## src/hw/rtl/ocedf_pkg.sv

```systemverilog
`default_nettype none

package ocedf_pkg;

    // Framing constants
    localparam int PREAMBLE_BYTES = 7;
    localparam int SEQ_WIDTH      = 16;
    localparam int PS_WIDTH       = $clog2(PREAMBLE_BYTES + 16);

    localparam logic [7:0] PREAMBLE_MARK = 8'hAA;
    localparam logic [7:0] SFD_MARK      = 8'hAB;

    // Parser positions; the preamble occupies positions 0 .. PREAMBLE_BYTES-1
    localparam logic [PS_WIDTH-1:0] ST_IDLE    = '0;
    localparam logic [PS_WIDTH-1:0] ST_SFD     = PS_WIDTH'(PREAMBLE_BYTES);
    localparam logic [PS_WIDTH-1:0] ST_SRC     = PS_WIDTH'(PREAMBLE_BYTES + 7);
    localparam logic [PS_WIDTH-1:0] ST_LEN_LO  = PS_WIDTH'(PREAMBLE_BYTES + 13);
    localparam logic [PS_WIDTH-1:0] ST_LEN_HI  = PS_WIDTH'(PREAMBLE_BYTES + 14);
    localparam logic [PS_WIDTH-1:0] ST_PAYLOAD = PS_WIDTH'(PREAMBLE_BYTES + 15);

    localparam logic [15:0] LENGTH_RESET = 16'd20;

    typedef struct packed {
        logic [PS_WIDTH-1:0] state;
        logic [47:0]         dest;
        logic [47:0]         src;
        logic [15:0]         len;
        logic [15:0]         seen;
    } parser_state_t;

    typedef struct packed {
        logic emit;
        logic header_done;
        logic frame_done;
    } parse_event_t;

    typedef struct packed {
        logic gap;
        logic repeat_seen;
    } seq_flags_t;

endpackage

`default_nettype wire

```

## src/hw/rtl/ocedf_seq_check.sv

```systemverilog
`default_nettype none

module ocedf_seq_check (
    input  wire logic [ocedf_pkg::SEQ_WIDTH-1:0] seq_count,
    input  wire logic [ocedf_pkg::SEQ_WIDTH-1:0] prev_count,
    input  wire ocedf_pkg::seq_flags_t           flags_cur,
    output ocedf_pkg::seq_flags_t                flags_next
);
    import ocedf_pkg::*;

    logic [SEQ_WIDTH:0] prev_plus_one;

    assign prev_plus_one = {1'b0, prev_count} + (SEQ_WIDTH + 1)'(1);

    always_comb begin
        flags_next = flags_cur;
        if (seq_count == prev_plus_one[SEQ_WIDTH-1:0]) begin
            flags_next = '0;
        end else if ({1'b0, seq_count} > prev_plus_one) begin
            flags_next.gap = 1'b1;
        end else if (seq_count == prev_count) begin
            flags_next.repeat_seen = 1'b1;
        end
    end

endmodule

`default_nettype wire

```

## src/hw/rtl/ocedf_byte_parser.sv

```systemverilog
`default_nettype none

module ocedf_byte_parser (
    input  wire logic [7:0]              data,
    input  wire ocedf_pkg::parser_state_t cur,
    output ocedf_pkg::parser_state_t      nxt,
    output ocedf_pkg::parse_event_t       ev
);
    import ocedf_pkg::*;

    always_comb begin
        nxt = cur;
        ev  = '0;
        if (cur.state < ST_SFD) begin
            if (data == PREAMBLE_MARK) begin
                nxt.state = cur.state + PS_WIDTH'(1);
            end
        end else if (cur.state == ST_SFD) begin
            if (data == SFD_MARK) begin
                nxt.state = cur.state + PS_WIDTH'(1);
            end
        end else if (cur.state < ST_SRC) begin
            nxt.dest  = {cur.dest[39:0], data};
            nxt.state = cur.state + PS_WIDTH'(1);
        end else if (cur.state < ST_LEN_LO) begin
            nxt.src   = {cur.src[39:0], data};
            nxt.state = cur.state + PS_WIDTH'(1);
        end else if (cur.state == ST_LEN_LO) begin
            nxt.len   = {cur.len[15:8], data};
            nxt.state = cur.state + PS_WIDTH'(1);
        end else if (cur.state == ST_LEN_HI) begin
            nxt.len        = {data, cur.len[7:0]};
            ev.header_done = 1'b1;
            nxt.state      = cur.state + PS_WIDTH'(1);
        end else if (cur.state == ST_PAYLOAD) begin
            if (cur.seen < cur.len) begin
                ev.emit  = 1'b1;
                nxt.seen = cur.seen + 16'd1;
            end else begin
                // drop the trailing byte and close the frame
                nxt.seen      = '0;
                ev.frame_done = 1'b1;
                nxt.state     = ST_IDLE;
            end
        end else begin
            nxt.state = ST_IDLE;
        end
    end

endmodule

`default_nettype wire

```

## src/hw/rtl/overhead_channel_ethernet_deframer_core.sv

```systemverilog
// A poll passes the input register, then the result register, to the master side.
// Throughput: 1 poll per cycle while m_tready is high; the input register and the
//   result register each advance whenever the stage after them is empty or draining.
// Reset (aresetn low, synchronous): both pipeline stages empty, sequence flags
//   and count cleared, parser back to preamble search, length reloaded to 20.
`default_nettype none

module overhead_channel_ethernet_deframer_core (
    input  wire logic         aclk,
    input  wire logic         aresetn,
    input  wire logic         s_tvalid,
    output logic              s_tready,
    // [15:0] seq_count, [23:16] first_byte, [31:24] second_byte
    input  wire logic [31:0]  s_tdata,
    output logic              m_tvalid,
    input  wire logic         m_tready,
    // [0] loss_flag, [1] repeat_flag, [3:2] payload_valid_count,
    // [11:4] payload_first, [19:12] payload_second, [20] header_done,
    // [68:21] dest_mac, [116:69] source_mac, [132:117] frame_length, [135:133] zero
    output logic [135:0]      m_tdata,
    // frame_done: payload finished during this poll
    output logic              m_tlast
);
    import ocedf_pkg::*;

    // Input register stage
    logic                 in_valid_reg, in_valid_next;
    logic [SEQ_WIDTH-1:0] in_seq_reg;
    logic [7:0]           in_first_reg;
    logic [7:0]           in_second_reg;

    // Persistent state
    logic [SEQ_WIDTH-1:0] prev_count_reg, prev_count_next;
    seq_flags_t           flags_reg, flags_next;
    parser_state_t        parser_reg, parser_next;

    // Result register stage
    logic                 out_valid_reg, out_valid_next;
    logic [135:0]         out_data_reg, out_data_next;
    logic                 out_last_reg, out_last_next;

    logic                 advance;
    logic                 parse_ok;
    parser_state_t        mid_state, end_state;
    parse_event_t         ev_first, ev_second;
    logic [1:0]           pay_count;
    logic [7:0]           pay_first, pay_second;
    logic                 hdr_done, frm_done;

    // Move a poll from the input register into the result register when the
    // result slot is empty or is being taken this cycle.
    assign advance  = in_valid_reg && (!out_valid_reg || m_tready);
    assign s_tready = !in_valid_reg || advance;

    ocedf_seq_check u_seq_check (
        .seq_count  (in_seq_reg),
        .prev_count (prev_count_reg),
        .flags_cur  (flags_reg),
        .flags_next (flags_next)
    );

    // Two parser steps chained: first byte, then second byte
    ocedf_byte_parser u_parse_first (
        .data (in_first_reg),
        .cur  (parser_reg),
        .nxt  (mid_state),
        .ev   (ev_first)
    );

    ocedf_byte_parser u_parse_second (
        .data (in_second_reg),
        .cur  (mid_state),
        .nxt  (end_state),
        .ev   (ev_second)
    );

    // Parse only while neither sticky flag is set after this poll's check
    assign parse_ok = !flags_next.gap && !flags_next.repeat_seen;

    always_comb begin
        hdr_done   = parse_ok && (ev_first.header_done || ev_second.header_done);
        frm_done   = parse_ok && (ev_first.frame_done || ev_second.frame_done);
        pay_count  = 2'd0;
        pay_first  = '0;
        pay_second = '0;
        if (parse_ok) begin
            pay_count = {1'b0, ev_first.emit} + {1'b0, ev_second.emit};
            // pack delivered bytes toward the first slot
            if (ev_first.emit) begin
                pay_first = in_first_reg;
                if (ev_second.emit) begin
                    pay_second = in_second_reg;
                end
            end else if (ev_second.emit) begin
                pay_first = in_second_reg;
            end
        end
    end

    always_comb begin
        in_valid_next   = in_valid_reg;
        prev_count_next = prev_count_reg;
        parser_next     = parser_reg;
        out_valid_next  = out_valid_reg;
        out_data_next   = out_data_reg;
        out_last_next   = out_last_reg;

        // drain the result register on a master transfer
        if (m_tready) begin
            out_valid_next = 1'b0;
        end
        if (advance) begin
            in_valid_next   = 1'b0;
            prev_count_next = in_seq_reg;
            if (parse_ok) begin
                parser_next = end_state;
            end
            out_valid_next = 1'b1;
            out_last_next  = frm_done;
            out_data_next  = {3'b000,
                              (parse_ok ? end_state.len  : parser_reg.len),
                              (parse_ok ? end_state.src  : parser_reg.src),
                              (parse_ok ? end_state.dest : parser_reg.dest),
                              hdr_done, pay_second, pay_first, pay_count,
                              flags_next.repeat_seen, flags_next.gap};
        end
        // hold a new poll in the input register
        if (s_tvalid && s_tready) begin
            in_valid_next = 1'b1;
        end
    end

    always_ff @(posedge aclk) begin
        if (!aresetn) begin
            in_valid_reg   <= 1'b0;
            out_valid_reg  <= 1'b0;
            prev_count_reg <= '0;
            flags_reg      <= '0;
            parser_reg     <= '{state: ST_IDLE, dest: '0, src: '0,
                                len: LENGTH_RESET, seen: '0};
        end else begin
            in_valid_reg   <= in_valid_next;
            out_valid_reg  <= out_valid_next;
            prev_count_reg <= prev_count_next;
            parser_reg     <= parser_next;
            if (advance) begin
                flags_reg <= flags_next;
            end
        end
    end

    // Payload registers: no reset
    always_ff @(posedge aclk) begin
        if (s_tvalid && s_tready) begin
            in_seq_reg    <= s_tdata[SEQ_WIDTH-1:0];
            in_first_reg  <= s_tdata[23:16];
            in_second_reg <= s_tdata[31:24];
        end
        out_data_reg <= out_data_next;
        out_last_reg <= out_last_next;
    end

    assign m_tvalid = out_valid_reg;
    assign m_tdata  = out_data_reg;
    assign m_tlast  = out_last_reg;

    // Two parser steps cannot deliver more than two payload bytes
    assert property (@(posedge aclk) disable iff (!aresetn)
        m_tvalid |-> (m_tdata[3:2] != 2'd3))
        else $error("payload count out of range");

    // A frame can only close on a poll that was parsed
    assert property (@(posedge aclk) disable iff (!aresetn)
        (m_tvalid && m_tlast) |-> (!m_tdata[0] && !m_tdata[1]))
        else $error("frame closed with a sticky flag set");

    // The parser never leaves its defined range of positions
    assert property (@(posedge aclk) disable iff (!aresetn)
        parser_reg.state <= ST_PAYLOAD)
        else $error("parser position out of range");

    // A result stalled by the sink must not be overwritten
    assert property (@(posedge aclk) disable iff (!aresetn)
        (out_valid_reg && !m_tready) |=> $stable(out_data_reg))
        else $error("stalled result changed");

endmodule

`default_nettype wire

```

## config.mk

```make
export PLATFORM = sky130hd
export DESIGN_NAME = overhead_channel_ethernet_deframer_core
export DESIGN_NICKNAME = d
export VERILOG_FILES = /design/src/hw/rtl/ocedf_pkg.sv /design/src/hw/rtl/ocedf_seq_check.sv /design/src/hw/rtl/ocedf_byte_parser.sv /design/src/hw/rtl/overhead_channel_ethernet_deframer_core.sv
export SDC_FILE = /design/constraint.sdc
export NUM_CORES = 1
export LEC_CHECK = 0
export ABC_AREA = 1
export ABC_CLOCK_PERIOD_IN_PS = 6200
export BUFFER_PORTS_ARGS = -buffer_cell sky130_fd_sc_hd__buf_2
export CAP_MARGIN = 10
export CORE_MARGIN = 8
export CORE_UTILIZATION = 39
export CTS_CLUSTER_SIZE = 8
export DETAILED_ROUTE_END_ITERATION = 8
export PLACE_DENSITY = 0.59
export SKIP_LAST_GASP = 1
export SLEW_MARGIN = 10
export SYNTH_ARGS = -nofsm -noshare
export SYNTH_HDL_FRONTEND = slang
export SYNTH_SLANG_ARGS = --single-unit
```

## constraint.sdc

```tcl
create_clock -name aclk -period 6.2 [get_ports aclk]
set_input_delay 1.24 -clock aclk [delete_from_list [all_inputs] [get_ports aclk]]
set_output_delay 1.24 -clock aclk [all_outputs]
set_load 0.01 [all_outputs]
```

# Word-level counts from Yosys, hierarchy flattened
# Index checks and enable logic that the tools add are counted.
[word_totals]
word_cells = 144
ff_bits = 319
inputBits = 36
[classes]
eq_ne = 14
add_sub_neg = 6
order_cmp = 9
reduce_logical = 17
muxes = 81
[op_table]
columns = ["operator", "count"]
rows = [
  ["2-to-1 mux 128 bit", 4],
  ["2-to-1 mux 48 bit", 6],
  ["2-to-1 mux 16 bit", 13],
  ["2-to-1 mux 80 bit", 2],
  ["2-to-1 mux 5 bit", 20],
  ["2-to-1 mux 32 bit", 2],
  ["adder 16 x 1 -> 16 bit, second input constant", 2],
  ["equality test 16 bit", 2],
  ["equality test 8 bit, second input constant", 4],
  ["< comparator 16 bit", 2],
  ["equality test 5 bit, second input constant", 6],
  ["2-to-1 mux 3 bit", 10],
  ["2-to-1 mux 1 bit", 21],
  ["adder 16 x 1 -> 17 bit, second input constant", 1],
  ["> comparator 16 x 17 -> 1 bit", 1],
  ["2-to-1 mux 8 bit", 2],
  ["adder 5 x 1 -> 5 bit, second input constant", 2],
  ["equality test 5 x 3 -> 1 bit, second input constant", 2],
  ["< comparator 5 x 3 -> 1 bit, second input constant", 2],
  ["< comparator 5 x 4 -> 1 bit, second input constant", 2],
  ["< comparator 5 bit, second input constant", 2],
  ["logical AND 1 bit", 5],
  ["zero test 1 bit", 4],
  ["logical OR 1 bit", 4],
  ["4 further kinds", 6],
]

# Longest topological paths before layout
# Gate-level depths: netlist (run 1).
[depth]
word_depth = 20
mapped_depth = 29
mapped_depth_nobuf = 29

# Modules after synthesis
# From an unflattened synthesis (run 1), not the netlist that was laid out.
[unflattened]
cells_unflattened = 2681
hier_area_um2 = 20241.9
[by_module_without_submodules]
columns = ["module", "cells_each", "n_inst", "area_per_inst_um2"]
rows = [
  ["overhead_channel_ethernet_deframer_core", 1688, 1, 13794.5],
  ["ocedf_byte_parser (u_parse_first)", 399, 1, 2795.2],
  ["ocedf_byte_parser (u_parse_second)", 416, 1, 2603.7],
  ["ocedf_seq_check", 178, 1, 1048.5],
]

# Worst setup path after synthesis (run 1)
# OpenSTA, ideal clock, no wires.
[synth_path]
path_kind = "input port to flip-flop"
from = "input port m_tready"
to = "register prev_count_reg[7]"
stages = 8
setup_ns = 0.127
t_required_ns = 6.073
arrival_ns = 5.963
slack_ns = 0.110
cell_sequence = "inv_1 -> nand2_1 -> nand2_1 -> clkbuf_1 -> inv_1 -> clkbuf_1 -> o21ai_0 -> a21oi_1"
[synth_between]
elab_chain_len = 2
[synth_rtl]
columns = ["item", "line", "text"]
rows = [
  ["start, declared", "overhead_channel_ethernet_deframer_core.sv:16", "input wire logic m_tready,"],
  ["logical OR 1 bit", "overhead_channel_ethernet_deframer_core.sv:52", "assign advance = in_valid_reg && (!out_valid_reg || m_tready);"],
  ["logical AND 1 bit", "overhead_channel_ethernet_deframer_core.sv:52", ""],
  ["via advance", "overhead_channel_ethernet_deframer_core.sv:42", "logic advance;"],
  ["end signal, assigned", "overhead_channel_ethernet_deframer_core.sv:144", "prev_count_reg <= prev_count_next;"],
  ["end, declared", "overhead_channel_ethernet_deframer_core.sv:33", "logic [SEQ_WIDTH-1:0] prev_count_reg, prev_count_next;"],
]
# The timed path passes the listed nets, and every way through them passes these cells.
# A chain may end at the register's enable or synchronous reset.

==> reports/summary.txt, run 1 <==
status: completed
Syn Area/Cell: 7.587 um2
post-cts gate resize count: 0
largest cells by area after synthesis: edfxtp_1, dfxtp_1, nand2_1
CTS Buffer Depth: 3
clk sinks: 319
# setup viols final: 0
PD cells: 278.2 nW/um2
H-tree depth: 2
Vias/cell: 5.223
CTS buffer count: 46
commonest cells in the netlist: nand2_1, inv_1, o21ai_0
detailed-placement wirelength estimate: 37960 um
nets: 2628
floorplan row count: 79
cell with the most instances after synthesis: nand2_1
Slew Viols, Final: 0
vias: 16.60k
Netlist Area Pre-Place: 18420 um2
IR drop worst, VDD: 0.0002074 V
RR Startpoint: prev_count_reg[4]
P&R area growth vs syn: 13.33%
type of the most critical hold path: register to register
postcts setup bufs: 0
worst path arrival time: 5.36 ns
CTS Hold Bufs: 0
root buffer cell: clkbuf_16
Peak Freq: 204.0 MHz
post-synthesis sequential area ratio: 0.4369
post-route ant nets: 0
drt total wl: 55800 um
Synth area leader: edfxtp_1
Fin Hold WS: 0.4664 ns
total track usage: 0.2014
Yosys warnings: 0
drt pass-1 iters: 6
largest net degree at the start of global routing: 111
critical path startpoint: prev_count_reg[4]
WL/cell: 17.55 um
crit path kind: register to register
leakage: 9.364 nW
CTS tree: yes
Netlist cell types: 49
Initial Utilization: 0.3957
reg-to-reg slack, setup: 1.30 ns
actual slew at the worst max-slew pin: 1.001 ns
prevailing post-synth register cell: edfxtp_1
Final min period: 4.901 ns
crit path capture type: register
Die X: 233.3 um
Clock Skews: 0.02130 ns
post-synthesis sequential element count: 319
clk_lat worst skew: 0.57 ns
share of the synthesized area in the top cell type: 0.2706
first-pass GRT wire length: 87420 um
DRC: 0
Fin. Hold Viols: 0
CP Capture Point: parser_reg[90]
fin crit share: 0.7905
Worst Setup Start Kind: register
antenna violations before repair: 3
GP Congestion: 0.9289
Port Buf Inserts: 171
Core ar.: 46560 um2
Async SR Flop Fraction: 0
placed cell areas: 19530 um2
max cap viols: 0
Max Fanout on Critical Path: 80
Power Total: 0.005807 W
die height: 233.3 um
share of cells above drive strength 1: 0.1167
Initial DRC Count: 1603
CP required: 6.66 ns
die area: 54440 um2
Filler Cell Count: 4661
vias in the first global route: 15.71k
clock slew at reported path FFs: 0.05 ns
total gr overflow: 0
Ports: 175
Syn Inst Count: 2428
Reg2Reg Capture Point: parser_reg[90]
Setup TNS: 0 ns
cell area after layout: 20880 um2
Worst Reg-to-Reg Cells: 20
RSZ-0062 raised after global routing: no
Slew headroom: 0.3326
Post-synth EDFFs: 166
## kinds of logic (layout without fill, tap and decap cells)
group / count (synthesis) / in the layout / share of synthesized area
other: 1 / 4 / 0.0002036
buffers and inverters: 527 / 668 / 0.1183
AOI/OAI and AO/OA: 608 / 608 / 0.1774
adders and majority gates: 58 / 58 / 0.03940
xor gates and xnor gates: 41 / 41 / 0.01949
DFF: 319 / 319 / 0.4369
and+or+nand+nor: 874 / 874 / 0.2083
## layout make-up
| cell class | count | area [um2] | share of cell area |
|---|---|---|---|
| diodes | 1 | 2.502 | 0.0001199 |
| clock buffers | 81 | 1303 | 0.06240 |
| clock inverters | 4 | 38.79 | 0.001858 |
| inverters | 394 | 1488 | 0.07127 |
| multi-input cells | 1584 | 8220 | 0.3938 |
| flip-flops and latches | 319 | 8048 | 0.3855 |
| well taps | 607 | 759.5 | 0.03638 |
| repair buffers | 189 | 1016 | 0.04867 |
## how the worst min path moves through the flow
stage | from | to | slack, ns | depth (start not counted)
floorplan | parser_reg[18] | parser_reg[18] | 0.44 | 2
global placement | parser_reg[20] | parser_reg[20] | 0.45 | 2
detailed placement | parser_reg[20] | parser_reg[20] | 0.46 | 2
CTS | parser_reg[20] | parser_reg[20] | 0.47 | 2
global route | parser_reg[18] | parser_reg[18] | 0.49 | 2
finish | parser_reg[20] | parser_reg[20] | 0.47 | 2
## through the flow
| stage | setup slack (ns) | std cells | util |
|---|---|---|---|
| after global routing | 0.7125 | 3179 | 0.4484 |
| after floorplan | 0.1095 | 2430 | - |
| after CTS | 1.276 | 3178 | 0.4483 |
| after detailed placement | 1.321 | 3093 | 0.4195 |
| final | 1.299 | 3179 | 0.4484 |
| after global placement | 1.422 | 3093 | 0.4195 |
## where the power goes
group,internal [W],switching (W)
sequential,0.00239,0.0000963
combinational,0.000298,0.000674
clock,0.00141,0.000941
## placed cells by master (no fill, tap or decap), types with 49 or more instances in the layout
| master | synthesis | routed |
|---|---|---|
| nand2_1 | 497 | 496 |
| a31oi_1 | 49 | 49 |
| a21oi_1 | 165 | 165 |
| dfxtp_1 | 153 | 153 |
| nand3_1 | 90 | 89 |
| o21ai_0 | 266 | 266 |
| nand4_1 | 67 | 67 |
| o21ai_1 | 61 | 61 |
| ha_1 | 58 | 58 |
| edfxtp_1 | 166 | 166 |
| nor2_1 | 149 | 148 |
| inv_1 | 384 | 382 |
| buf_2 | 35 | 171 |
## critical path, cell delays in order, from the launching register on
cell and delay, ns:
dfxtp_1 0.43, inv_1 0.12, nor4_1 0.44, nand3_1 0.19
nor3_1 0.32, nand3_1 0.18, nor3_1 0.22, xnor2_1 0.09
ha_1 0.31, nand4_1 0.09, nor4b_1 0.29, nand4_1 0.19
nand2_1 0.09, nand2_1 0.12, nor2_1 0.22, nand2_4 0.52
inv_2 0.26, buf_12 0.34, nand3_1 0.14, nand2_1 0.08
inv_1 0.04
## layer usage
layer | vias up | GRT usage | share of wire
met5 | - | 0 | 0.00018
met4 | 2 | 0.05630 | 0.022
met3 | 75 | 0.04440 | 0.077
met2 | 547 | 0.3212 | 0.45
met1 | 7726 | 0.2722 | 0.45
li1 | 8254 | - | -
Note: power is estimated with default switching activity, not from simulation.
==> run 2, diff against run 1 <==
--- a/config.mk
+++ b/config.mk
@@ -6,7 +6,7 @@
 export NUM_CORES = 1
 export LEC_CHECK = 0
 export ABC_AREA = 1
-export ABC_CLOCK_PERIOD_IN_PS = 6200
+export ABC_CLOCK_PERIOD_IN_PS = 4100
 export BUFFER_PORTS_ARGS = -buffer_cell sky130_fd_sc_hd__buf_2
 export CAP_MARGIN = 10
 export CORE_MARGIN = 8
==> constraint.sdc (replaced) <==
create_clock -name aclk -period 4.1 [get_ports aclk]
set_input_delay 0.82 -clock aclk [delete_from_list [all_inputs] [get_ports aclk]]
set_output_delay 0.82 -clock aclk [all_outputs]
set_load 0.01 [all_outputs]
==> reports/summary.txt, run 2 (synthesis gave the netlist of run 1 again) <==
Fin. Hold Viols: 0 (unchanged)
Initial Utilization: 0.3957 (unchanged)
Final min period: 3.880 ns (was 4.901 ns)
crit path kind: register to register (unchanged)
highest-count cells in the layout ignoring fill and taps: nand2_1, inv_1, o21ai_0, buf_2, edfxtp_1 (unchanged)
# setup viols final: 0 (unchanged)
PD cells: 409.3 nW/um2 (was 278.2 nW/um2)
Critical Path, Cell by Cell: nand2_1, nor2_4, nand2_2, nor2_1, nand2_1, nor3_2, and3_1, xor2_1, nor2_1, ha_1, a21oi_1, o21ai_0, nand3_1, a21oi_1, a211oi_2, buf_4, nand2_1, nor2_4, buf_12, nand2_1, o22ai_1, buf_4 (was inv_1, nor4_1, nand3_1, nor3_1, nand3_1, nor3_1, xnor2_1, ha_1, nand4_1, nor4b_1, nand4_1, nand2_1, nand2_1, nor2_1, nand2_4, inv_2, buf_12, nand3_1, nand2_1, inv_1)
nets: 2716 (was 2628)
Slew headroom: 0.4138 (was 0.3326)
P&R area growth vs syn: 19.34% (was 13.33%)
CTS Buffer Depth: 3 (unchanged)
Slew Viols, Final: 0 (unchanged)
type of the most critical hold path: primary input to register (was register to register)
WL/cell: 17.95 um (was 17.55 um)
DRC: 0 (unchanged)
Clock Skews: 0.04405 ns (was 0.02130 ns)
status: completed (unchanged)
max cap viols: 0 (unchanged)
commonest non-fill, non-tap cell in the layout: nand2_1 (unchanged)
Initial DRC Count: 1580 (was 1603)
DP Cell Count: 3170 (was 3093)
post-route ant nets: 0 (unchanged)
slowest CP cell: dfxtp_1 (was nand2_4)
antenna violations before repair: 1 (was 3)
vias in the first global route: 16.20k (was 15.71k)
CTS Hold Bufs: 0 (unchanged)
Power Total: 0.008997 W (was 0.005807 W)
clk_lat worst skew: 0.59 ns (was 0.57 ns)
GP Congestion: 0.8955 (was 0.9289)
fin crit share: 0.9463 (was 0.7905)
total gr overflow: 0 (unchanged)
drt pass-1 iters: 5 (was 6)
root buffer cell: clkbuf_16 (unchanged)
share of cells above drive strength 1: 0.1534 (was 0.1167)
Worst Setup Start Kind: register (unchanged)
Port Buf Inserts: 171 (unchanged)
Die X: 233.3 um (unchanged)
die height: 233.3 um (unchanged)
total track usage: 0.2057 (was 0.2014)
CTS buffer count: 46 (unchanged)
floorplan row count: 79 (unchanged)
CTS tree: yes (unchanged)
post-layout util: 0.4722 (was 0.4484)
Core ar.: 46560 um2 (unchanged)
most used cell, CP: nand2_1
leakage: 9.966 nW (was 9.364 nW)
clk sinks: 319 (unchanged)
non-filler instance count after layout: 3267 (was 3179)
drt total wl: 58630 um (was 55800 um)
H-tree depth: 2 (unchanged)
vias: 17.10k (was 16.60k)
worst path arrival time: 4.33 ns (was 5.36 ns)
Vias/cell: 5.234 (was 5.223)
IR drop worst, VDD: 0.0004317 V (was 0.0002074 V)
crit path capture type: register (unchanged)
Ports: 175 (unchanged)
die area: 54440 um2 (unchanged)
CP required: 4.55 ns (was 6.66 ns)
Worst path max stage delay: 0.33 ns (was 0.52 ns)
actual slew at the worst max-slew pin: 0.8783 ns (was 1.001 ns)
RSZ-0062 raised after global routing: yes (was no)
clock slew at reported path FFs: 0.05 ns (about the same)
detailed-placement wirelength estimate: 39490 um (was 37960 um)
Max Fanout on Critical Path: 11 (was 80)
first-pass GRT wire length: 89640 um (was 87420 um)
largest net degree at the start of global routing: 120 (was 111)
Peak Freq: 257.8 MHz (was 204.0 MHz)
[run 2: metrics by stage]
stage	setup WS (ns)	cell area, um2	hold WS (ns)	setup TNS [ns]
finish	0.2203	21980	0.4172	0
global route	-0.05113	21980	0.3870	-0.1162
CTS	0.004433	21650	0.3804	0
detailed placement	-0.1146	20280	0.4605	-9.911
global placement	-0.1527	20280	0.4509	-11.93
floorplan	0.4094	18430	0.4426	0
[run 2: layout make-up]
cell class                      count  area [um2]
Clock buffer                       79        1285
Inverter                          394        1490
Multi-Input combinational cell   1584        8327
Tap cell                          607       759.5
Sequential cell                   319        8050
Timing Repair Buffer              277        2001
Antenna cell                        1       2.502
Clock inverter                      6       67.56
Fill cell                        4548       24570
[run 2: critical path, delay by kind of cell (launching register included)]
| kind | cells | cell delay [ns] |
|---|---|---|
| xor+xnor | 1 | 0.25 |
| compound gates | 5 | 0.65 |
| fa+ha+maj | 1 | 0.30 |
| flops | 1 | 0.33 |
| simple gates | 12 | 1.72 |
| buf+inv | 3 | 0.45 |
[run 2: report_power, final]
part           switching [W]  internal [W]
registers           0.000142       0.00361
logic                0.00107      0.000589
clock network        0.00147       0.00212
[run 2: repair_timing]
item,in CTS,in global routing
gates cloned,0,5
resized for setup,3,32
setup buffers,0,6
endpoints found under the setup margin,154,265
pin swaps,0,5
[run 2: metal layers]
metal,track usage,wire length (um),up-vias
met5,0,0,-
met4,0.06393,1445,0
met3,0.03615,4245,106
met2,0.3291,26930,601
met1,0.2802,26010,7952
li1,-,-,8439
[run 2: final timing paths]
kind,from,to,slack (ns),cells after the start
worst max-delay path,parser_reg[132],m_tdata[8],0.22,22
worst min register to register,parser_reg[20],parser_reg[20],0.47,2
worst max register to register,parser_reg[132],m_tdata[8],0.22,22
worst min-delay path,s_tdata[26],in_second_reg[2],0.42,1
